$ cat src/hw/rtl/vyp_pkg.sv
// Shared types, widths and constants for the vector to yaw/pitch converter.
// Holds the arctangent table of the CORDIC cells; depends on nothing.
`default_nettype none

package vyp_pkg;

	localparam int CORDIC_STAGES = 16;
	localparam int STAGE_W       = $clog2(CORDIC_STAGES);

	localparam int VEC_W   = 16;
	localparam int PITCH_W = 17;
	localparam int YAW_W   = 16;
	localparam int IN_W    = ((3 * VEC_W + 7) / 8) * 8;
	localparam int OUT_W   = ((PITCH_W + YAW_W + 7) / 8) * 8;

	localparam int SQ_W       = 2 * VEC_W - 1;
	localparam int SUM_W      = SQ_W + 1;
	localparam int ROOT_W     = 31;
	localparam int REM_W      = 32;
	localparam int SQRT_STEPS = ROOT_W;

	localparam int XW          = 35;
	localparam int AW          = 34;
	localparam int ACC_FRAC    = 23;
	localparam int ANG_FRAC    = 16;
	localparam int RND_W       = AW - ANG_FRAC;
	localparam int YAW_SHIFT   = 16;
	localparam int PITCH_SHIFT = 15;

	localparam logic signed [AW-1:0] HALF_ACC = AW'(180 * (1 << ACC_FRAC));
	localparam logic signed [AW-1:0] RND_HALF = AW'(1 << (ANG_FRAC - 1));

	localparam logic signed [RND_W-1:0] FULL_TURN   = RND_W'(46080);
	localparam logic signed [RND_W-1:0] QUARTER     = RND_W'(11520);
	localparam logic signed [RND_W-1:0] NEG_QUARTER = -QUARTER;
	localparam logic signed [RND_W-1:0] VERT_DOWN   = RND_W'(34560);

	typedef struct packed {
		logic                    vertical;
		logic                    z_pos;
		logic                    yaw_neg;
		logic signed [XW-1:0]    yx;
		logic signed [XW-1:0]    yy;
		logic signed [VEC_W-1:0] z;
	} carry_t;

	typedef struct packed {
		logic [SUM_W-1:0]  bits;
		logic [REM_W-1:0]  rem;
		logic [ROOT_W-1:0] root;
	} sqrt_t;

	typedef struct packed {
		logic signed [XW-1:0] x;
		logic signed [XW-1:0] y;
		logic signed [AW-1:0] acc;
	} rot_t;

	typedef struct packed {
		logic vertical;
		logic z_pos;
		rot_t yaw;
		rot_t pitch;
	} cord_t;

	typedef struct packed {
		logic [YAW_W-1:0]          yaw;
		logic signed [PITCH_W-1:0] pitch;
	} res_t;

	// atan(2^-i) in units of 2^-23 degree
	function automatic logic signed [AW-1:0] atan_unit(input int i);
		logic signed [AW-1:0] v;
		case (i)
			0:       v = AW'(377487360);
			1:       v = AW'(222843801);
			2:       v = AW'(117744544);
			3:       v = AW'(59768969);
			4:       v = AW'(30000467);
			5:       v = AW'(15014858);
			6:       v = AW'(7509261);
			7:       v = AW'(3754860);
			8:       v = AW'(1877459);
			9:       v = AW'(938733);
			10:      v = AW'(469367);
			11:      v = AW'(234683);
			12:      v = AW'(117342);
			13:      v = AW'(58671);
			14:      v = AW'(29335);
			15:      v = AW'(14668);
			16:      v = AW'(7334);
			17:      v = AW'(3667);
			18:      v = AW'(1833);
			19:      v = AW'(917);
			20:      v = AW'(458);
			21:      v = AW'(229);
			22:      v = AW'(115);
			23:      v = AW'(57);
			default: v = '0;
		endcase
		return v;
	endfunction

endpackage

`default_nettype wire

$ cat src/hw/rtl/vyp_sqrt_cell.sv
// One digit cell of the square root chain: takes two bits of the radicand,
// yields one root bit, and hands the item on. Depends on vyp_pkg.
`default_nettype none

module vyp_sqrt_cell (
	input  wire                    clk,
	input  wire                    arst_n,
	input  wire                    adv,
	input  wire                    in_vld,
	input  wire vyp_pkg::carry_t   in_carry,
	input  wire vyp_pkg::sqrt_t    in_sq,
	output logic                   out_vld,
	output vyp_pkg::carry_t        out_carry,
	output vyp_pkg::sqrt_t         out_sq
);
	import vyp_pkg::*;

	logic [REM_W+1:0] cur;
	logic [REM_W+1:0] trial;
	logic [REM_W+1:0] diff;
	logic             ge;
	sqrt_t            sq_d;

	logic   vld_q;
	carry_t carry_q;
	sqrt_t  sq_q;

	always_comb begin
		cur   = {in_sq.rem, in_sq.bits[SUM_W-1 -: 2]};
		trial = (REM_W + 2)'({in_sq.root, 2'b01});
		diff  = cur - trial;
		ge    = (cur >= trial);
		sq_d.rem  = ge ? diff[REM_W-1:0] : cur[REM_W-1:0];
		sq_d.root = {in_sq.root[ROOT_W-2:0], ge};
		sq_d.bits = {in_sq.bits[SUM_W-3:0], 2'b00};
	end

	always_ff @(posedge clk or negedge arst_n) begin
		if (!arst_n) begin
			vld_q <= 1'b0;
		end else if (adv) begin
			vld_q <= in_vld;
		end
	end

	always_ff @(posedge clk) begin
		if (adv) begin
			carry_q <= in_carry;
			sq_q    <= sq_d;
		end
	end

	assign out_vld   = vld_q;
	assign out_carry = carry_q;
	assign out_sq    = sq_q;

endmodule

`default_nettype wire

$ cat config.mk
export PLATFORM = sky130hd
export DESIGN_NAME = vyp_sqrt_cell
export DESIGN_NICKNAME = d
export VERILOG_FILES = /design/src/hw/rtl/vyp_pkg.sv /design/src/hw/rtl/vyp_sqrt_cell.sv
export SDC_FILE = /design/constraint.sdc
export NUM_CORES = 1
export LEC_CHECK = 0
export BUFFER_PORTS_ARGS = -buffer_cell sky130_fd_sc_hd__buf_2
export CAP_MARGIN = 40
export CELL_PAD_IN_SITES_DETAIL_PLACEMENT = 1
export CELL_PAD_IN_SITES_GLOBAL_PLACEMENT = 2
export CORE_MARGIN = 2
export CORE_UTILIZATION = 32
export CTS_CLUSTER_SIZE = 40
export DETAILED_ROUTE_END_ITERATION = 10
export PLACE_DENSITY = 0.82
export REMOVE_ABC_BUFFERS = 1
export SLEW_MARGIN = 20
export SYNTH_ARGS = -nofsm -noshare
export SYNTH_HDL_FRONTEND = slang
export SYNTH_SLANG_ARGS = --single-unit
$ cat constraint.sdc
create_clock -name clk -period 1.85 [get_ports clk]
set_clock_uncertainty 0.05 [all_clocks]
set_input_delay 0.185 -clock clk [delete_from_list [all_inputs] [get_ports clk]]
set_output_delay 0.185 -clock clk [all_outputs]
set_load 0.05 [all_outputs]
==> run metrics, run 1 <==
worst skew pair latency=0.45 ns; max-cap violation count=0; crit path DAT=2.62 ns; DP Worst Slack=-1.31 ns; Pwr per Cell Area=957 mW/mm²; Post-synth ARST share=0.546%; switching share of power=35.6%; DIE AREA=0.0257 mm²; Post-Syn Instances=491; initial antenna violation count=11; clock slew at reported path FFs=0.08 ns; crit-path cells=buf_2, inv_1, ha_4, a21o_1, a21oi_2, a31oi_4, a211oi_4, nor3_2, a311o_1, a41o_4, buf_6, buf_16, mux2_4; combinational share of power=30.7%; VDD IR max=0.612 mV; P_int=8.51 mW; Vert. Die Dim=160 µm; CP required=1.99 ns; sequential share of power=39.0%; failing checks=setup timing; number of remaining DRC errors=0; Yosys reg bits=183; Fmax=0.404 GHz; DR iter-0 viols=418; starting density of the core=32.4%; outcome=finished, violations left; Num CTS Buffers=17; total power=13.2 mW; GP Congestion=0.876; grt peak-use layer=met2; CP delay by family, top=compound AO/OA/AOI/OAI gates; Hold Vio Cnt, Final=0; CTS root buffer=clkbuf_16; most frequent cells in the layout=363 x buf_2, 182 x edfxtp_1, 155 x dlygate4sd3_1; final setup violating endpoints=33; mapped cell area=0.00783 mm²; CP max-delay cell=mux2_4; final worst setup slack=-0.624 ns; LEAKAGE=6.12 nW; Row Count=57; library cells used by synthesis=53; largest net degree at the start of global routing=45; hold crit path type=input pin to register; Seq/Total Area, Yosys=70.1%; CTS tree=done; clock power share=30.2%; hpwl dp=22.8 mm; CTS max path bufs=2; crit end category=register; Buffers on Ports=370; IO Pins=373; Via Count=7051; crit-path max FO=6; core box area=0.0242 mm²; M1 GR Usage=29.8%; reg-to-reg critical path startpoint=out_vld; Sink Count=183; Post-synth EDFFs=182; top area cells in the synthesized netlist=edfxtp_1 70%, ha_1 5.3%, mux2_4 5.0%; Total GRT Usage=27.1%; total gr overflow=0; most common cell after layout, fill and taps aside=buf_2; Syn Area/Cell=15.9 µm²; CP bufs+invs=4; Layout Area Growth over Synthesis=76.2%; crit path time final=2.47 ns; RSZ-0062 raised after global routing=true; Sw Pwr=4.69 mW; startpoint types=input pin; top-area cell type share of the netlist area=69.8%; first-pass GRT wire length=51.0 mm; DP Cell Count=1276; Synth area leader=edfxtp_1; Worst Setup SP=in_sq[2]; Die W=160 µm; fin. max-slew vios=0; synth warn=0; met3 Use GR=7.08%; CP peak stage delay=0.31 ns; routed len/inst=23.8 µm; fraction of layout cells with a size suffix above 1=53.7%; Fin Hold WS=0.00335 ns; final non-filler cell total=1484; Top FF cell, synth=edfxtp_1; Finished Core Util=57.0%; number of global-route vias before repair=7850; Clock H-tree levels=4; post-route antenna net violation count=0; Nets=1360; vias per cell=4.75; WL final=35.3 mm; drt pass-1 iters=5; worst hold start=in_sq[44]; final worst-path cycle share=134%; GRT met2 Usage=47.8%; Crit Path Category=input pin to register
[Yosys cell counts (all sizes together), types with 2 or more instances]
library cell	instances
mux2	30
inv	38
a211o	2
mux2i	2
o21a	2
a211oi	5
nor3	7
and4	4
a221oi	3
ha	33
nand2b	8
nor2	15
a21o	13
clkbuf	6
and3	7
xor2	8
o21bai	2
a221o	2
buf	7
nand4	2
a31oi	3
edfxtp	182
o211ai	3
a22oi	3
xnor2	22
nand3	3
a21oi	27
nand2	18
o21ai	15
o31ai	2
[worst paths after layout]
check,endpoint,slack [ns],cells past startpoint
worst max-delay path,out_sq[38],-0.62,13
worst min-delay path,out_sq[46],0.003,2
worst max register to register,out_vld,0.97,1
worst min register to register,out_vld,0.58,1
max in group asynchronous,out_vld,1.09,3
min in group asynchronous,out_vld,0.55,3
[final cells by class]
type                    count  area (µm²)
fillers                  2505       10400
flip-flops and latches    183        5490
repair buffers            641        4490
multi-input cells         258        2590
clock buffers              17         425
well taps                 324         405
clock inverters            15         218
inverters                  38         148
diodes                      8        20.0
[cells by family (layout without fill, tap and decap cells)]
family / Yosys count / in the layout / synth area share [%]
xor gates and xnor gates: 30 / 30 / 3.36
DFF: 183 / 183 / 70.1
AOI/OAI and AO/OA: 92 / 92 / 7.85
buffers and inverters: 51 / 711 / 2.94
and+or+nand+nor: 69 / 69 / 4.57
adders and majority gates: 33 / 33 / 5.27
muxes: 32 / 32 / 5.82
other: 1 / 10 / 0.0479
[routing by layer]
metal	vias up	routed length, µm
met5	-	45
met4	8	2060
met3	103	2010
met2	300	18200
met1	3471	13000
li1	3169	-
[power by group through the flow]
| stage | logic [mW] | clock network [mW] | registers, mW |
|---|---|---|---|
| finish | 4.06 | 3.99 | 5.15 |
| global route | 4.23 | 4.20 | 5.18 |
| global placement | 3.34 | 0 | 5.20 |
| floorplan | 0.795 | 0 | 6.59 |
| CTS | 3.89 | 4.01 | 5.12 |
| detailed placement | 3.40 | 0 | 5.21 |
[what timing repair did]
action,4_1_cts,5_1_grt
hold endpoints to repair,154,0
endpoints found under the setup margin,33,33
gates resized for setup,68,44
pin swaps,23,8
hold buffers,155,0
gates cloned,3,0
setup buffers,7,4
[flip-flops by register name, summed over array words and instances, names as in the netlist]
register,count
out_vld,1
out_sq,93
out_carry,89
[through the flow]
step                cell area [µm²]  TNS, ns
detailed placement            10800   -41.97
finish                        13800   -18.10
CTS                           13500   -18.17
global placement              10800   -40.34
global route                  13800   -19.92
floorplan                      7740   -59.01
Note: power is estimated with default switching activity, not from simulation.
==> run 2, diff against run 1 <==
--- a/config.mk
+++ b/config.mk
@@ -13,7 +13,7 @@
 export CORE_UTILIZATION = 32
 export CTS_CLUSTER_SIZE = 40
 export DETAILED_ROUTE_END_ITERATION = 10
-export PLACE_DENSITY = 0.82
+export PLACE_DENSITY_LB_ADDON = 0.1
 export REMOVE_ABC_BUFFERS = 1
 export SLEW_MARGIN = 20
 export SYNTH_ARGS = -nofsm -noshare
==> run 2 against run 1 <==
  * The flow still finishes with violations (setup timing)
  * Worst setup slack worse by 0.016 ns
  * Final cell count is 0.54% higher
  * Sequential share of layout area is 0.38 points higher
  * Count of clock-buffer cells in the layout is 1 higher
  * Clock power is 9.0% lower
  * Register-to-register slack better by 0.05 ns
  * Largest power group unchanged
  * Die area stayed put
  * Highest routed layer unchanged
  * Sequential power hardly changed
  * Non-clock buffer count is 10 higher
  * Fmax is 0.64% lower
==> run metrics, run 2 (synthesis results as in run 1) <==
outcome=finished, violations left (unchanged); failing checks=setup timing (unchanged); hold depth=2 (unchanged); clock power share=28.6% (was 30.2%); Sw Pwr=4.40 mW (was 4.69 mW); final setup violating endpoints=33 (unchanged); largest net degree at the start of global routing=59 (was 45); fillers=2555 (was 2505); final worst-path cycle share=135% (was 134%); final worst setup slack=-0.640 ns (was -0.624 ns); Setup TNS Final=-20.13 ns (was -18.10 ns); crit path DAT=2.62 ns (about the same); end of the worst hold path=out_sq[36] (was out_sq[46]); DP Cell Count=1288 (was 1276); max-cap violation count=0 (unchanged); routed len/inst=20.7 µm (was 23.8 µm); reg-to-reg critical path startpoint=out_vld (unchanged); CTS max path bufs=2 (unchanged); fin. max-slew vios=0 (unchanged); core box area=0.0242 mm² (unchanged); crit path time final=2.49 ns (was 2.47 ns); Placed Area=0.0109 mm² (was 0.0108 mm²); R2R cell count=1 (unchanged); hold crit path type=input pin to register (unchanged); most frequent cells in the layout=362 x buf_2, 182 x edfxtp_1, 155 x dlygate4sd3_1 (was 363 x buf_2, 182 x edfxtp_1, 155 x dlygate4sd3_1); Pwr per Cell Area=930 mW/mm² (was 957 mW/mm²); DR iter-0 viols=291 (was 418); Fmax=0.402 GHz (was 0.404 GHz); total gr overflow=0 (unchanged); Crit Path Category=input pin to register (unchanged); LEAKAGE=6.13 nW (was 6.12 nW); Vert. Die Dim=160 µm (unchanged); worst reg2reg setup slack=1.02 ns (was 0.97 ns); combinational share of power=31.0% (was 30.7%); worst skew pair latency=0.44 ns (was 0.45 ns); number of global-route vias before repair=7781 (was 7850); Hold Vio Cnt, Final=0 (unchanged); initial antenna violation count=9 (was 11); worst hold start=in_sq[34] (was in_sq[44]); Via Count=6844 (was 7051); fraction of layout cells with a size suffix above 1=52.7% (was 53.7%); GP Congestion=0.834 (was 0.876); Clock H-tree levels=4 (unchanged); Row Count=57 (unchanged); Fin Hold WS=0.0150 ns (was 0.00335 ns); CTS tree=done (unchanged); Buffers on Ports=370 (unchanged); clock slew at reported path FFs=0.08 ns (about the same); CTS root buffer=clkbuf_16 (unchanged); worst r2r dst=out_vld (unchanged); crit-path max FO=6 (unchanged); number of remaining DRC errors=0 (unchanged); sequential share of power=40.4% (was 39.0%); P_int=8.31 mW (was 8.51 mW); crit end category=register (unchanged); starting density of the core=32.4% (unchanged); Final Cell Area=0.0137 mm² (was 0.0138 mm²); Worst Setup SP=in_sq[16] (was in_sq[2]); Sink Count=183 (unchanged); hpwl dp=20.9 mm (was 22.8 mm); CP required=1.98 ns (was 1.99 ns); Num CTS Buffers=17 (unchanged); max reg flops=93 (unchanged); IO Pins=373 (unchanged); Nets=1370 (was 1360); first-pass GRT wire length=46.7 mm (was 51.0 mm); Die W=160 µm (unchanged); WL final=30.8 mm (was 35.3 mm); Total GRT Usage=24.2% (was 27.1%); startpoint types=input pin (unchanged); Layout Area Growth over Synthesis=74.6% (was 76.2%); RSZ-0062 raised after global routing=true (unchanged); VDD IR max=0.450 mV (was 0.612 mV); vias per cell=4.59 (was 4.75); DIE AREA=0.0257 mm² (unchanged); post-route antenna net violation count=0 (unchanged); final non-filler cell total=1492 (was 1484); drt pass-1 iters=4 (was 5); most common cell after layout, fill and taps aside=buf_2 (unchanged); switching share of power=34.6% (was 35.6%); Finished Core Util=56.5% (was 57.0%)
[run 2: cell count changes in the layout (fill, tap and decap cells not counted), moves of 4 or more]
| cell | before | now |
|---|---|---|
| buf_4 | 101 | 118 |
| buf_6 | 10 | 6 |
| ha_1 | 14 | 18 |
| ha_4 | 17 | 12 |
[run 2: critical path: stages]
cell     delay, ns
buf_2         0.10
inv_1         0.09
ha_4          0.22
and4_4        0.20
and3_4        0.18
and3_4        0.17
and3_1        0.17
and3_1        0.15
a311o_1       0.30
a41o_4        0.36
buf_12        0.18
mux2_4        0.29
[run 2: power groups by stage]
stage               Sequential, mW  Combinational (mW)  Clock [mW]
detailed placement            5.21                3.40           0
global placement              5.20                3.35           0
CTS                           5.12                3.88        3.70
global route                  5.17                4.15        3.84
finish                        5.14                3.94        3.63
floorplan                     6.59               0.795           0
[run 2: repair_timing]
action / 4_1_cts / 5_1_grt
endpoints found under the setup margin: 33 / 33
cloned: 3 / 0
hold buffers: 155 / 0
pin swaps: 24 / 13
gates resized for setup: 70 / 15
hold endpoints to repair: 154 / 0
buffers inserted: 7 / 1
[run 2: worst max path at each step]
| stage | endpoint | slack, ns | cells past startpoint |
|---|---|---|---|
| after floorplan | out_sq[33] | -1.88 | 10 |
| after global placement | out_sq[47] | -1.27 | 12 |
| after detailed placement | out_sq[38] | -1.31 | 12 |
| after CTS | out_sq[59] | -0.61 | 11 |
| after global routing | out_sq[59] | -0.71 | 12 |
| final | out_sq[59] | -0.64 | 12 |
[run 2: final cells by class]
type	count	area (µm²)	share of cell area [%]
clock buffer	18	429	3.14
sequential	183	5490	40.2
multi-input combinational	258	2490	18.2
tap	324	405	2.97
timing repair buffer	651	4530	33.1
antenna	6	15.0	0.110
inverter	38	148	1.08
clock inverter	14	160	1.17
[run 2: through the flow]
stage	total power [mW]	setup slack (ns)
final	12.7	-0.640
after detailed placement	8.62	-1.31
after global placement	8.55	-1.27
after global routing	13.2	-0.712
after floorplan	7.38	-1.88
after CTS	12.7	-0.610
[run 2: routing by layer]
metal	global-route usage (%)	share of wire [%]
met1	25.5	37
met5	0	0.13
met2	44.1	52
met4	11.9	4.9
met3	6.90	5.7
==> run 3, diff against run 2 <==
--- a/config.mk
+++ b/config.mk
@@ -5,12 +5,13 @@
 export SDC_FILE = /design/constraint.sdc
 export NUM_CORES = 1
 export LEC_CHECK = 0
+export ABC_AREA = 1
 export BUFFER_PORTS_ARGS = -buffer_cell sky130_fd_sc_hd__buf_2
 export CAP_MARGIN = 40
 export CELL_PAD_IN_SITES_DETAIL_PLACEMENT = 1
 export CELL_PAD_IN_SITES_GLOBAL_PLACEMENT = 2
 export CORE_MARGIN = 2
-export CORE_UTILIZATION = 32
+export CORE_UTILIZATION = 30
 export CTS_CLUSTER_SIZE = 40
 export DETAILED_ROUTE_END_ITERATION = 10
 export PLACE_DENSITY_LB_ADDON = 0.1
==> run 3 against run 2 <==
  * The flow now finishes without violations
  * Count of clock-buffer cells in the layout fell by 1
  * Worst setup slack improved by 0.76 ns
  * Area after synthesis rose by 11%
  * Critical endpoint is now out_sq[53]
  * Highest routed layer is now met4
==> run metrics, run 3 <==
CTS tree=done (unchanged); met3 WL=1.44 mm (was 1.77 mm); footprint of the multi-input gates=0.00256 mm² (was 0.00249 mm²); number of global-route vias before repair=8800 (was 7781); Post-synth EDFFs=182 (unchanged); routed len/inst=18.1 µm (was 20.7 µm); LEAKAGE=6.93 nW (was 6.13 nW); clock slew at reported path FFs=0.08 ns (about the same); Worst Setup SP=in_sq[9] (was in_sq[16]); drt pass-1 iters=4 (unchanged); total power=12.4 mW (was 12.7 mW); RSZ-0062 raised after global routing=true (unchanged); met2 wire length=17.3 mm (was 16.1 mm); Sink Count=183 (unchanged); fraction of layout cells with a size suffix above 1=36.4% (was 52.7%); crit end category=register (unchanged); outcome=finished clean (was finished, violations left); hold crit path type=input pin to register (unchanged); GP Congestion=0.817 (was 0.834); VDD IR max=0.402 mV (was 0.450 mV); crit path to=out_sq[53] (was out_sq[59]); most frequent cells in the layout=369 x buf_2, 299 x nand2_1, 182 x edfxtp_1 (was 362 x buf_2, 182 x edfxtp_1, 155 x dlygate4sd3_1); reg-to-reg critical path startpoint=out_vld (unchanged); highest routed layer=met4 (was met5); Nets=1716 (was 1370); top-count cell post-synth=nand2_1 (was edfxtp_1); Pwr per Cell Area=879 mW/mm² (was 930 mW/mm²); DIE AREA=0.0302 mm² (was 0.0257 mm²); Hold Vio Cnt, Final=0 (unchanged); fin. max-slew vios=0 (unchanged); worst reg2reg setup slack=1.05 ns (was 1.02 ns); final worst-path cycle share=93.7% (was 135%); Syn Area/Cell=10.3 µm² (was 15.9 µm²); max reg flops=93 (unchanged); crit path DAT=1.88 ns (was 2.62 ns); Clock H-tree levels=4 (unchanged); Post-Syn Instances=842 (was 491); Vert. Die Dim=174 µm (was 160 µm); WL met1=14.3 mm (was 11.4 mm); CP required=2.00 ns (was 1.98 ns); Row Count=62 (was 57); Fin Hold WS=0.0237 ns (was 0.0150 ns); startpoint types=input pin (unchanged); IO Pins=373 (unchanged); WL final=34.3 mm (was 30.8 mm); synth cell count leaders=303 x nand2_1, 182 x edfxtp_1, 153 x inv_1 (was 182 x edfxtp_1, 38 x inv_1, 33 x ha_1); first-pass GRT wire length=52.4 mm (was 46.7 mm); Layout Area Growth over Synthesis=62.8% (was 74.6%); mapped cell area=0.00866 mm² (was 0.00783 mm²); starting density of the core=30.3% (was 32.4%); Via Count=8094 (was 6844); crit-path max FO=14 (was 6); synth warn=0 (unchanged); top area cells in the synthesized netlist=edfxtp_1 63%, nand2_1 13%, inv_1 6.6% (was edfxtp_1 70%, ha_1 5.3%, mux2_4 5.0%); hpwl dp=25.2 mm (was 20.9 mm); Total GRT Usage=23.2% (was 24.2%); Synth area leader=edfxtp_1 (unchanged); core box area=0.0285 mm² (was 0.0242 mm²); worst skew pair latency=0.43 ns (was 0.44 ns); largest net degree at the start of global routing=40 (was 59); total gr overflow=0 (unchanged); initial antenna violation count=3 (was 9); register area=0.00549 mm² (unchanged); R2R cell count=1 (unchanged); fillers=3338 (was 2555); Post-synth ARST share=0.546% (unchanged); Seq/Total Area, Yosys=63.4% (was 70.1%); Fmax=0.577 GHz (was 0.402 GHz); Buffers on Ports=370 (unchanged); Top FF cell, synth=edfxtp_1 (unchanged); crit path time final=1.73 ns (was 2.49 ns); CTS root buffer=clkbuf_16 (unchanged); CTS max path bufs=2 (unchanged); most common cell after layout, fill and taps aside=buf_2 (unchanged); Die W=174 µm (was 160 µm); vias per cell=4.27 (was 4.59); library cells used by synthesis=28 (was 53); top-area cell type share of the netlist area=63.1% (was 69.8%); max-cap violation count=0 (unchanged); Yosys reg bits=183 (unchanged); Num CTS Buffers=17 (unchanged); final setup violating endpoints=0 (was 33); DR iter-0 viols=346 (was 291); worst r2r dst=out_vld (unchanged); Crit Path Category=input pin to register (unchanged); post-route antenna net violation count=0 (unchanged); number of remaining DRC errors=0 (unchanged)
## run 3: power by group
part	total [mW]	switching [mW]	internal, mW
combinational	3.70	2.52	1.18
sequential	5.10	0.105	5.00
clock	3.59	1.80	1.78
## run 3: cell families (layout without fill, tap and decap cells)
family,count (synthesis),after routing,synth area share (%)
AO/OA/AOI/OAI,24,24,1.47
XOR/XNOR,13,13,1.31
adder cells (fa/ha/maj),33,33,4.77
buffers and inverters,162,826,7.66
flip-flops,183,183,63.4
multiplexers,1,1,0.130
other,1,7,0.0433
AND/OR/NAND/NOR,425,425,21.2
## run 3: how the worst min path moves through the flow
stage               startpoint         end  cells past startpoint
floorplan               arst_n     out_vld                      0
global placement        arst_n     out_vld                      1
detailed placement      arst_n     out_vld                      1
CTS                  in_sq[93]  out_sq[31]                      3
global route         in_sq[93]  out_sq[31]                      3
finish               in_sq[93]  out_sq[31]                      3
## run 3: timing repair
item / 4_1_cts / 5_1_grt
setup endpoints to repair: 0 / 32
buffers inserted: 0 / 1
hold buffers: 168 / 1
resized for setup: 0 / 15
endpoints found under the hold margin: 167 / 1
## run 3: critical path, cell delays in order
cell and delay [ns]:
buf_2 0.09, inv_1 0.04, ha_2 0.37, nand2_2 0.11, nor2_4 0.17, nand2_1 0.09, nor2_2 0.13, nand3b_1 0.12
nand2_1 0.09, nor2_2 0.05, nand2_4 0.11, inv_4 0.06, buf_12 0.15, nand2_1 0.07, nand2_1 0.07
## run 3: metrics by stage
| step | TNS [ns] | setup WS, ns | area [µm²] | cells | utilization (%) |
|---|---|---|---|---|---|
| 3_5_place_dp | -13.61 | -0.443 | 11800 | 1690 | 41.2 |
| 4_1_cts | 0 | 0.0319 | 14000 | 1889 | 49.1 |
| 6_report | 0 | 0.117 | 14100 | 1896 | 49.4 |
| 3_3_place_gp | -12.89 | -0.433 | 11800 | 1690 | 41.2 |
| 5_1_grt | -0.0116 | -0.00788 | 14100 | 1893 | 49.4 |
| 2_1_floorplan | -4.19 | -0.138 | 8580 | 835 | - |
## run 3: area by class of cell
cell class	count	area share (%)
Antenna cell	5	0.0887
Inverter	154	4.12
Multi-Input combinational cell	498	18.2
Timing Repair Buffer	641	31.2
Tap cell	384	3.41
Sequential cell	183	38.9
Clock inverter	14	1.00
Clock buffer	17	3.02
## run 3: metal layers
layer / up-vias / track usage, %
li1: 4015 / -
met3: 60 / 4.31
met2: 255 / 41.1
met4: 0 / 9.91
met5: - / 0
met1: 3764 / 27.5
